[src/rtl/gdd_pkg.sv]
// Types, constants, microcode and month tables for the date difference block
package gdd_pkg;

    localparam int YEAR_W  = 14;
    localparam int MONTH_W = 4;
    localparam int DAY_W   = 5;
    localparam int COUNT_W = 22;
    localparam int ACC_W   = 24;
    localparam int PC_W    = 5;
    localparam int Q_W     = 8;
    localparam int DIV_SHIFT = 19;
    localparam int PROD_W    = 27;

    localparam logic [YEAR_W-1:0]  YEAR_MAX   = 14'd9999;
    localparam logic [12:0]        DIV100_MUL = 13'd5243;
    localparam logic [MONTH_W-1:0] MONTH_FEB  = 4'd2;
    localparam logic [MONTH_W-1:0] MONTH_DEC  = 4'd12;
    localparam logic [8:0]         DAYS_YEAR  = 9'd365;

    localparam logic [3:0] OP_DIV_Y   = 4'd0;
    localparam logic [3:0] OP_LEAP    = 4'd1;
    localparam logic [3:0] OP_CHECK   = 4'd2;
    localparam logic [3:0] OP_JMP_BAD = 4'd3;
    localparam logic [3:0] OP_DIV_P   = 4'd4;
    localparam logic [3:0] OP_ACC_Q   = 4'd5;
    localparam logic [3:0] OP_ACC_P   = 4'd6;
    localparam logic [3:0] OP_ACC_MD  = 4'd7;
    localparam logic [3:0] OP_ABS     = 4'd8;
    localparam logic [3:0] OP_DONE    = 4'd9;

    localparam logic [PC_W-1:0] PC_DONE = 5'd16;

    typedef struct packed {
        logic [YEAR_W-1:0]  first_year;
        logic [MONTH_W-1:0] first_month;
        logic [DAY_W-1:0]   first_day;
        logic [YEAR_W-1:0]  second_year;
        logic [MONTH_W-1:0] second_month;
        logic [DAY_W-1:0]   second_day;
    } t_in_word;

    typedef struct packed {
        logic [COUNT_W-1:0] day_count;
        logic               date_invalid;
    } t_out_word;

    typedef struct packed {
        logic [3:0]      op;
        logic            sel;
        logic [PC_W-1:0] target;
    } t_uword;

    function automatic t_uword gdd_ucode(input logic [PC_W-1:0] pc);
        t_uword w;
        w = '{op: OP_DONE, sel: 1'b0, target: '0};
        case (pc)
            5'd0:  w = '{op: OP_DIV_Y,   sel: 1'b0, target: '0};
            5'd1:  w = '{op: OP_LEAP,    sel: 1'b0, target: '0};
            5'd2:  w = '{op: OP_CHECK,   sel: 1'b0, target: '0};
            5'd3:  w = '{op: OP_DIV_Y,   sel: 1'b1, target: '0};
            5'd4:  w = '{op: OP_LEAP,    sel: 1'b1, target: '0};
            5'd5:  w = '{op: OP_CHECK,   sel: 1'b1, target: '0};
            5'd6:  w = '{op: OP_JMP_BAD, sel: 1'b0, target: PC_DONE};
            5'd7:  w = '{op: OP_DIV_P,   sel: 1'b0, target: '0};
            5'd8:  w = '{op: OP_ACC_Q,   sel: 1'b0, target: '0};
            5'd9:  w = '{op: OP_ACC_P,   sel: 1'b0, target: '0};
            5'd10: w = '{op: OP_ACC_MD,  sel: 1'b0, target: '0};
            5'd11: w = '{op: OP_DIV_P,   sel: 1'b1, target: '0};
            5'd12: w = '{op: OP_ACC_Q,   sel: 1'b1, target: '0};
            5'd13: w = '{op: OP_ACC_P,   sel: 1'b1, target: '0};
            5'd14: w = '{op: OP_ACC_MD,  sel: 1'b1, target: '0};
            5'd15: w = '{op: OP_ABS,     sel: 1'b0, target: '0};
            5'd16: w = '{op: OP_DONE,    sel: 1'b0, target: '0};
            default: w = '{op: OP_DONE,  sel: 1'b0, target: '0};
        endcase
        return w;
    endfunction

    function automatic logic [DAY_W-1:0] gdd_month_days(input logic [MONTH_W-1:0] m,
                                                        input logic leap);
        logic [DAY_W-1:0] n;
        case (m)
            4'd1, 4'd3, 4'd5, 4'd7, 4'd8, 4'd10, 4'd12: n = 5'd31;
            4'd4, 4'd6, 4'd9, 4'd11:                   n = 5'd30;
            4'd2:    n = leap ? 5'd29 : 5'd28;
            default: n = 5'd0;
        endcase
        return n;
    endfunction

    function automatic logic [8:0] gdd_month_start(input logic [MONTH_W-1:0] m);
        logic [8:0] n;
        case (m)
            4'd1:    n = 9'd0;
            4'd2:    n = 9'd31;
            4'd3:    n = 9'd59;
            4'd4:    n = 9'd90;
            4'd5:    n = 9'd120;
            4'd6:    n = 9'd151;
            4'd7:    n = 9'd181;
            4'd8:    n = 9'd212;
            4'd9:    n = 9'd243;
            4'd10:   n = 9'd273;
            4'd11:   n = 9'd304;
            4'd12:   n = 9'd334;
            default: n = 9'd0;
        endcase
        return n;
    endfunction

endpackage

[src/rtl/gdd_if.sv]
// Valid/ready channel interfaces for date pairs and day counts
interface gdd_in_if;
    logic                valid;
    logic                ready;
    gdd_pkg::t_in_word   data;

    modport source (output valid, output data, input ready);
    modport sink   (input valid, input data, output ready);
endinterface

interface gdd_out_if;
    logic                valid;
    logic                ready;
    gdd_pkg::t_out_word  data;

    modport source (output valid, output data, input ready);
    modport sink   (input valid, input data, output ready);
endinterface

[src/rtl/gregorian_date_difference.sv]
// Day count between two Gregorian dates, run by a microcoded sequencer
//
//  channel  dir  word                                   accepted when
//  i_in     in   two dates: year, month, day each       valid & ready
//  o_out    out  day_count, date_invalid                valid & ready
//
//  An item runs through the 17-step microcode program in gdd_ucode after
//  acceptance, one step per cycle; a malformed date jumps to the last step.
//  One item is in work at a time; the next is taken once the result has
//  moved to the output register, which may still wait on o_out.ready.
//  The last step holds while the output register is full.
//  Reset is synchronous, active low, and clears the sequencer and valid.
module gregorian_date_difference (
    input  logic          i_clk,
    input  logic          i_rst_n,
    gdd_in_if.sink        i_in,
    gdd_out_if.source     o_out
);
    import gdd_pkg::*;

    logic                r_busy;
    logic [PC_W-1:0]     r_pc;
    logic                r_out_valid;
    t_out_word           r_out;

    logic [YEAR_W-1:0]   r_y0, r_y1;
    logic [MONTH_W-1:0]  r_m0, r_m1;
    logic [DAY_W-1:0]    r_d0, r_d1;
    logic                r_leap0, r_leap1;
    logic                r_bad;
    logic [Q_W-1:0]      r_q;
    logic [ACC_W-1:0]    r_acc;

    t_uword              uw;
    logic [YEAR_W-1:0]   y, p, dv, hund;
    logic [MONTH_W-1:0]  m;
    logic [DAY_W-1:0]    d;
    logic                leap_s, leap_new, date_ok, accept, done_go;
    logic [PROD_W-1:0]   prod;
    logic [Q_W-1:0]      q;
    logic [ACC_W-1:0]    term, n_acc;
    logic [PC_W-1:0]     n_pc;

    assign accept      = i_in.valid && i_in.ready;
    assign i_in.ready  = !r_busy;
    assign o_out.valid = r_out_valid;
    assign o_out.data  = r_out;

    always_comb begin
        uw     = gdd_ucode(r_pc);
        y      = uw.sel ? r_y1 : r_y0;
        m      = uw.sel ? r_m1 : r_m0;
        d      = uw.sel ? r_d1 : r_d0;
        leap_s = uw.sel ? r_leap1 : r_leap0;
        p      = y - 14'd1;
        dv     = (uw.op == OP_DIV_P) ? p : y;
        prod   = PROD_W'(dv) * PROD_W'(DIV100_MUL);
        q      = prod[DIV_SHIFT +: Q_W];
        hund   = YEAR_W'({6'd0, r_q} * 14'd100);
        leap_new = (y[1:0] == 2'd0) && ((y != hund) || (r_q[1:0] == 2'd0));
        date_ok  = (y != '0) && (y <= YEAR_MAX) && (m != '0) && (m <= MONTH_DEC)
                   && (d != '0) && (d <= gdd_month_days(m, leap_s));
        case (uw.op)
            OP_ACC_Q:  term = ACC_W'(r_q >> 2) - ACC_W'(r_q);
            OP_ACC_P:  term = ACC_W'(p) * ACC_W'(DAYS_YEAR) + ACC_W'(p >> 2);
            OP_ACC_MD: term = ACC_W'(gdd_month_start(m))
                              + ACC_W'(leap_s && (m > MONTH_FEB)) + ACC_W'(d);
            default:   term = '0;
        endcase
        n_acc   = uw.sel ? (r_acc - term) : (r_acc + term);
        done_go = (uw.op == OP_DONE) && (!r_out_valid || o_out.ready);
        if ((uw.op == OP_JMP_BAD) && r_bad) begin
            n_pc = uw.target;
        end else begin
            n_pc = r_pc + 5'd1;
        end
    end

    always_ff @(posedge i_clk) begin
        if (!i_rst_n) begin
            r_busy      <= 1'b0;
            r_pc        <= '0;
            r_out_valid <= 1'b0;
        end else begin
            if (accept) begin
                r_busy <= 1'b1;
                r_pc   <= '0;
            end else if (r_busy) begin
                if (uw.op == OP_DONE) begin
                    if (done_go) begin
                        r_busy <= 1'b0;
                    end
                end else begin
                    r_pc <= n_pc;
                end
            end
            if (r_busy && done_go) begin
                r_out_valid <= 1'b1;
            end else if (o_out.ready) begin
                r_out_valid <= 1'b0;
            end
        end
    end

    always_ff @(posedge i_clk) begin
        if (accept) begin
            r_y0  <= i_in.data.first_year;
            r_m0  <= i_in.data.first_month;
            r_d0  <= i_in.data.first_day;
            r_y1  <= i_in.data.second_year;
            r_m1  <= i_in.data.second_month;
            r_d1  <= i_in.data.second_day;
            r_acc <= '0;
            r_bad <= 1'b0;
        end else if (r_busy) begin
            case (uw.op)
                OP_DIV_Y, OP_DIV_P: r_q <= q;
                OP_LEAP: begin
                    if (uw.sel) begin
                        r_leap1 <= leap_new;
                    end else begin
                        r_leap0 <= leap_new;
                    end
                end
                OP_CHECK: r_bad <= r_bad || !date_ok;
                OP_ACC_Q, OP_ACC_P, OP_ACC_MD: r_acc <= n_acc;
                OP_ABS: begin
                    if (r_acc[ACC_W-1]) begin
                        r_acc <= -r_acc;
                    end
                end
                OP_DONE: begin
                    if (done_go) begin
                        r_out.day_count    <= r_bad ? '0 : r_acc[COUNT_W-1:0];
                        r_out.date_invalid <= r_bad;
                    end
                end
                default: r_acc <= r_acc;
            endcase
        end
    end

endmodule

[src/flat_wrapper.sv]
// flat-port wrapper written by rule: the top's interface ports become plain ports
module gregorian_date_difference_flat import gdd_pkg::*;
  (i_clk, i_rst_n, i_in_valid, i_in_data, i_in_ready, o_out_valid, o_out_data, o_out_ready);
  gdd_in_if i_in_i ();
  gdd_out_if o_out_i ();
  input  logic i_clk;
  input  logic i_rst_n;
  input wire logic [$bits(i_in_i.valid)-1:0] i_in_valid;
  input wire logic [$bits(i_in_i.data)-1:0] i_in_data;
  output wire logic [$bits(i_in_i.ready)-1:0] i_in_ready;
  output wire logic [$bits(o_out_i.valid)-1:0] o_out_valid;
  output wire logic [$bits(o_out_i.data)-1:0] o_out_data;
  input wire logic [$bits(o_out_i.ready)-1:0] o_out_ready;
  assign i_in_i.valid = i_in_valid;
  assign i_in_i.data = i_in_data;
  assign i_in_ready = i_in_i.ready;
  assign o_out_valid = o_out_i.valid;
  assign o_out_data = o_out_i.data;
  assign o_out_i.ready = o_out_ready;
  gregorian_date_difference u_core (.i_clk(i_clk), .i_rst_n(i_rst_n), .i_in(i_in_i), .o_out(o_out_i));
endmodule
[config.mk]
export PLATFORM = sky130hd
export DESIGN_NAME = gregorian_date_difference_flat
export DESIGN_NICKNAME = d
export VERILOG_FILES = /design/src/rtl/gdd_pkg.sv /design/src/rtl/gdd_if.sv /design/src/rtl/gregorian_date_difference.sv /design/src/flat_wrapper.sv
export SDC_FILE = /design/constraint.sdc
export NUM_CORES = 1
export LEC_CHECK = 0
export BUFFER_PORTS_ARGS = -buffer_cell sky130_fd_sc_hd__buf_2
export CORE_MARGIN = 2
export CORE_UTILIZATION = 47
export CTS_CLUSTER_SIZE = 28
export DETAILED_ROUTE_END_ITERATION = 12
export HOLD_SLACK_MARGIN = 0.05
export PLACE_DENSITY = 0.65
export SLEW_MARGIN = 20
export SYNTH_ARGS = -nofsm -noshare
export SYNTH_HDL_FRONTEND = slang
export SYNTH_SLANG_ARGS = --single-unit
[constraint.sdc]
create_clock -name i_clk -period 15.37 [get_ports i_clk]
set_input_delay 1.537 -clock i_clk [delete_from_list [all_inputs] [get_ports i_clk]]
set_output_delay 1.537 -clock i_clk [all_outputs]
set_load 0.02 [all_outputs]
==> results.sh <==
export IMPL_avgSynthCellArea_um2=9.22
export IMPL_routed_wl_um=36700
export IMPL_io_pins=75
export IMPL_hold_viol=0
export IMPL_cp_data_arrival_time_ps=10840
export IMPL_core_area_um2=32700
export IMPL_p_int_w=0.00143
export IMPL_ir_drop_uv=147
export IMPL_gr_usage_met3_pct=2.48
export IMPL_final_max_slew_viol_count=0
export IMPL_globalRouteMet1Util_pct=30.1
export IMPL_tns_ps=0
export IMPL_yosys_most_used_dff="edfxtp_1"
export IMPL_grt_setup_unrepaired="no"
export IMPL_synth_seq_cells=117
export IMPL_cap_violations=0
export IMPL_cts_htree_levels=4
export IMPL_tightestPinTransition_ps=1080
export IMPL_finalClockSkew_ps=8.64
export IMPL_postCtsSetupBuffers=0
export IMPL_p_switching_w=0.00119
export IMPL_holdPathEnd="u_core.o_out.valid$_SDFFE_PN0P_"
export IMPL_viasPerCell=5.57
export IMPL_crit_top_cell="a21oi_1"
export IMPL_crit_required_ps=15710
export IMPL_worstSetupEndpointType="flip-flop"
export IMPL_antenna_cells=0
export IMPL_syn_to_final_growth_pct=9.10
export IMPL_hpwlAfterDp_um=30500
export IMPL_grt_max_degree=62
export IMPL_hp_class="flip-flop to flip-flop"
export IMPL_drc=0
export IMPL_netSwitchingFraction_pct=45.5
export IMPL_ctsResizeCount=0
export IMPL_nets=2182
export IMPL_min_from="u_core.o_out.valid$_SDFFE_PN0P_"
export IMPL_seq_power_share_pct=14.5
export IMPL_worst_r2r_path_depth=37
export IMPL_clock_latency_ps=430
export IMPL_grtUsageMet2_pct=36.0
export IMPL_post_drt_wl_per_cell_um=16.6
export IMPL_cp_slowest_cell="dfxtp_2"
export IMPL_combPwrFrac_pct=69.2
export IMPL_synth_distinct_cells=83
export IMPL_drive_above_1_share_pct=8.29
export IMPL_reg2reg_slack_ps=4870
export IMPL_clkSinkCount=117
export IMPL_grt_pass1_vias=12300
export IMPL_synth_nets=2123
export IMPL_top_usage_layer="met2"
export IMPL_drt_iter0_markers=788
export IMPL_num_rows=66
export IMPL_leakage_nw=7.91
export IMPL_hold_path_depth=2
export IMPL_io_buffers=74
export IMPL_fp_dieArea_um2=34900
export IMPL_antenna_found_initial=0
export IMPL_grt_ovfl_total=0
export IMPL_synth_edf_count=79
export IMPL_post_route_util_pct=52.4
export IMPL_path_class="flip-flop to flip-flop"
export IMPL_slowest_delay_ps=850
export IMPL_cts_tree="yes"
export IMPL_cts_path_max_buffers=2
export IMPL_powerDensity_nw_per_um2=153
export IMPL_fill_cells=3066
export IMPL_cts_buffers=17
export IMPL_setup_viol=0
export IMPL_cts_clk_slew_worst_paths_ps=60
export IMPL_final_common_cell="ha_1"
export IMPL_final_cell_mix="ha_1 (249), inv_1 (246), fa_1 (121), nor2_1 (109), a21oi_1 (92)"
export IMPL_ys_seq_area_share_pct=20.0
export IMPL_p_clk_share_pct=16.3
export IMPL_max_slew_margin_pct=28.0
export IMPL_drt_first_pass_iters=5
export IMPL_die_w_um=187
export IMPL_num_vias=12300
export IMPL_grt_pass1_wl_um=61900
export IMPL_status="complete, no violations"
export IMPL_cts_hold_buf=0
export IMPL_start_util_pct=48.0
export IMPL_die_h_um=187
export IMPL_root_buffer="clkbuf_16"
export IMPL_fin_crit_sh_pct=68.3
export IMPL_synth_warnings=0
export IMPL_r2r_start="u_core.uw[5]$_SDFF_PP0_"
export IMPL_synth_area_um2=15700
export IMPL_ant_nets=0
export IMPL_path_max_fanout=35
export IMPL_track_usage_pct=21.6
export IMPL_gp_congestion=0.892
export IMPL_synthArstFlopShare_pct=0
export IMPL_synth_cells=1703
export IMPL_period_needed_ps=10500
export IMPL_fmax_ghz=0.0953
export IMPL_start_kind="flip-flop"
export IMPL_r2r_end="u_core.r_acc[23]$_SDFFE_PP0P_"
worst max-delay path by stage:
stage	from	end	slack [ps]	cells past startpoint
finish	u_core.uw[5]$_SDFF_PP0_	u_core.r_acc[23]$_SDFFE_PP0P_	4870	37
detailed placement	u_core.uw[5]$_SDFF_PP0_	u_core.r_acc[23]$_SDFFE_PP0P_	4970	37
floorplan	u_core.uw[5]$_SDFF_PP0_	u_core.r_acc[23]$_SDFFE_PP0P_	5930	42
CTS	u_core.uw[5]$_SDFF_PP0_	u_core.r_acc[23]$_SDFFE_PP0P_	4960	37
global placement	u_core.uw[5]$_SDFF_PP0_	u_core.r_acc[23]$_SDFFE_PP0P_	5440	38
global route	u_core.uw[5]$_SDFF_PP0_	u_core.r_acc[23]$_SDFFE_PP0P_	4060	37
cells in the mapped netlist (all sizes together), types with 15 or more instances:
cell | count | share of area (%)
ha | 249 | 20
mux2i | 29 | 1.9
fa | 121 | 15
and3 | 20 | 0.80
a21o | 29 | 1.4
o21a | 17 | 0.81
inv | 247 | 5.9
nor2 | 109 | 2.6
xnor2 | 63 | 3.5
xor2 | 45 | 2.5
clkbuf | 33 | 0.79
edfxtp | 79 | 15
nor2b | 48 | 1.9
nand2b | 16 | 0.64
nand3 | 38 | 1.2
o21ai | 65 | 2.1
dfxtp | 38 | 4.8
a31oi | 17 | 0.68
nor3 | 42 | 1.3
nand2 | 78 | 1.9
a21oi | 92 | 2.9
a211oi | 15 | 0.72
per-layer routing:
layer | wire length (um) | share of wire, % | vias up
met1 | 17500 | 48 | 5953
met3 | 1310 | 3.6 | 45
li1 | - | - | 6057
met4 | 544 | 1.5 | 0
met2 | 17300 | 47 | 284
met5 | 0 | 0 | -
power groups by stage:
stage	Sequential, W	Combinational [W]	Clock (W)
final	0.000380	0.00181	0.000426
after global placement	0.000385	0.00178	0
after global routing	0.000381	0.00207	0.000446
after floorplan	0.000377	0.00142	0
after detailed placement	0.000386	0.00181	0
after CTS	0.000380	0.00183	0.000434
logic make-up (layout without fill, tap and decap cells):
logic type,after synthesis,count (layout),synth area share (%)
muxes,41,41,2.79
xor gates and xnor gates,110,110,6.31
AOI/OAI and AO/OA,345,345,14.5
and+or+nand+nor,434,434,14.2
adders and majority gates,370,370,35.3
buffers and inverters,286,357,7.01
DFF,117,117,20.0
sequential cells by signal (all words and copies together) (netlist names):
signal	cells
u_core.r_leap1	1
u_core.r_pc	5
u_core.r_d1	5
u_core.r_q	8
u_core.r_d0	5
u_core.r_busy	1
u_core.r_y1	14
u_core.r_leap0	1
u_core.r_acc	24
u_core.o_out.valid	1
u_core.uw	6
u_core.r_m0	4
u_core.r_bad	1
u_core.o_out.data	23
u_core.r_y0	14
u_core.r_m1	4
area by class of cell:
cell class / count / area, um^2 / area share [%]
Clock buffer: 19 / 433 / 2.53
Clock inverter: 12 / 185 / 1.08
Inverter: 247 / 927 / 5.41
Multi-Input combinational cell: 1300 / 11500 / 67.1
Sequential cell: 117 / 3130 / 18.3
Tap cell: 442 / 553 / 3.23
Timing Repair Buffer: 79 / 408 / 2.38
stage by stage:
step	power, W	cells	hold WS (ps)	instance area [um^2]	setup slack (ps)
3_3_place_gp	0.00216	2185	486	16500	5440
5_1_grt	0.00290	2216	586	17100	4060
2_1_floorplan	0.00179	1703	482	15700	5930
6_report	0.00262	2216	536	17100	4870
4_1_cts	0.00264	2216	542	17100	4960
3_5_place_dp	0.00220	2185	533	16500	4970
critical path, delay by kind of cell, from the launching register on:
family	cells	cell delay, ps
muxes	1	580
AOI/OAI and AO/OA	14	3000
DFF	1	850
adders and majority gates	8	3330
xor gates and xnor gates	4	840
and+or+nand+nor	5	1030
buffers and inverters	5	750
Power figures use the tool's default switching activity.
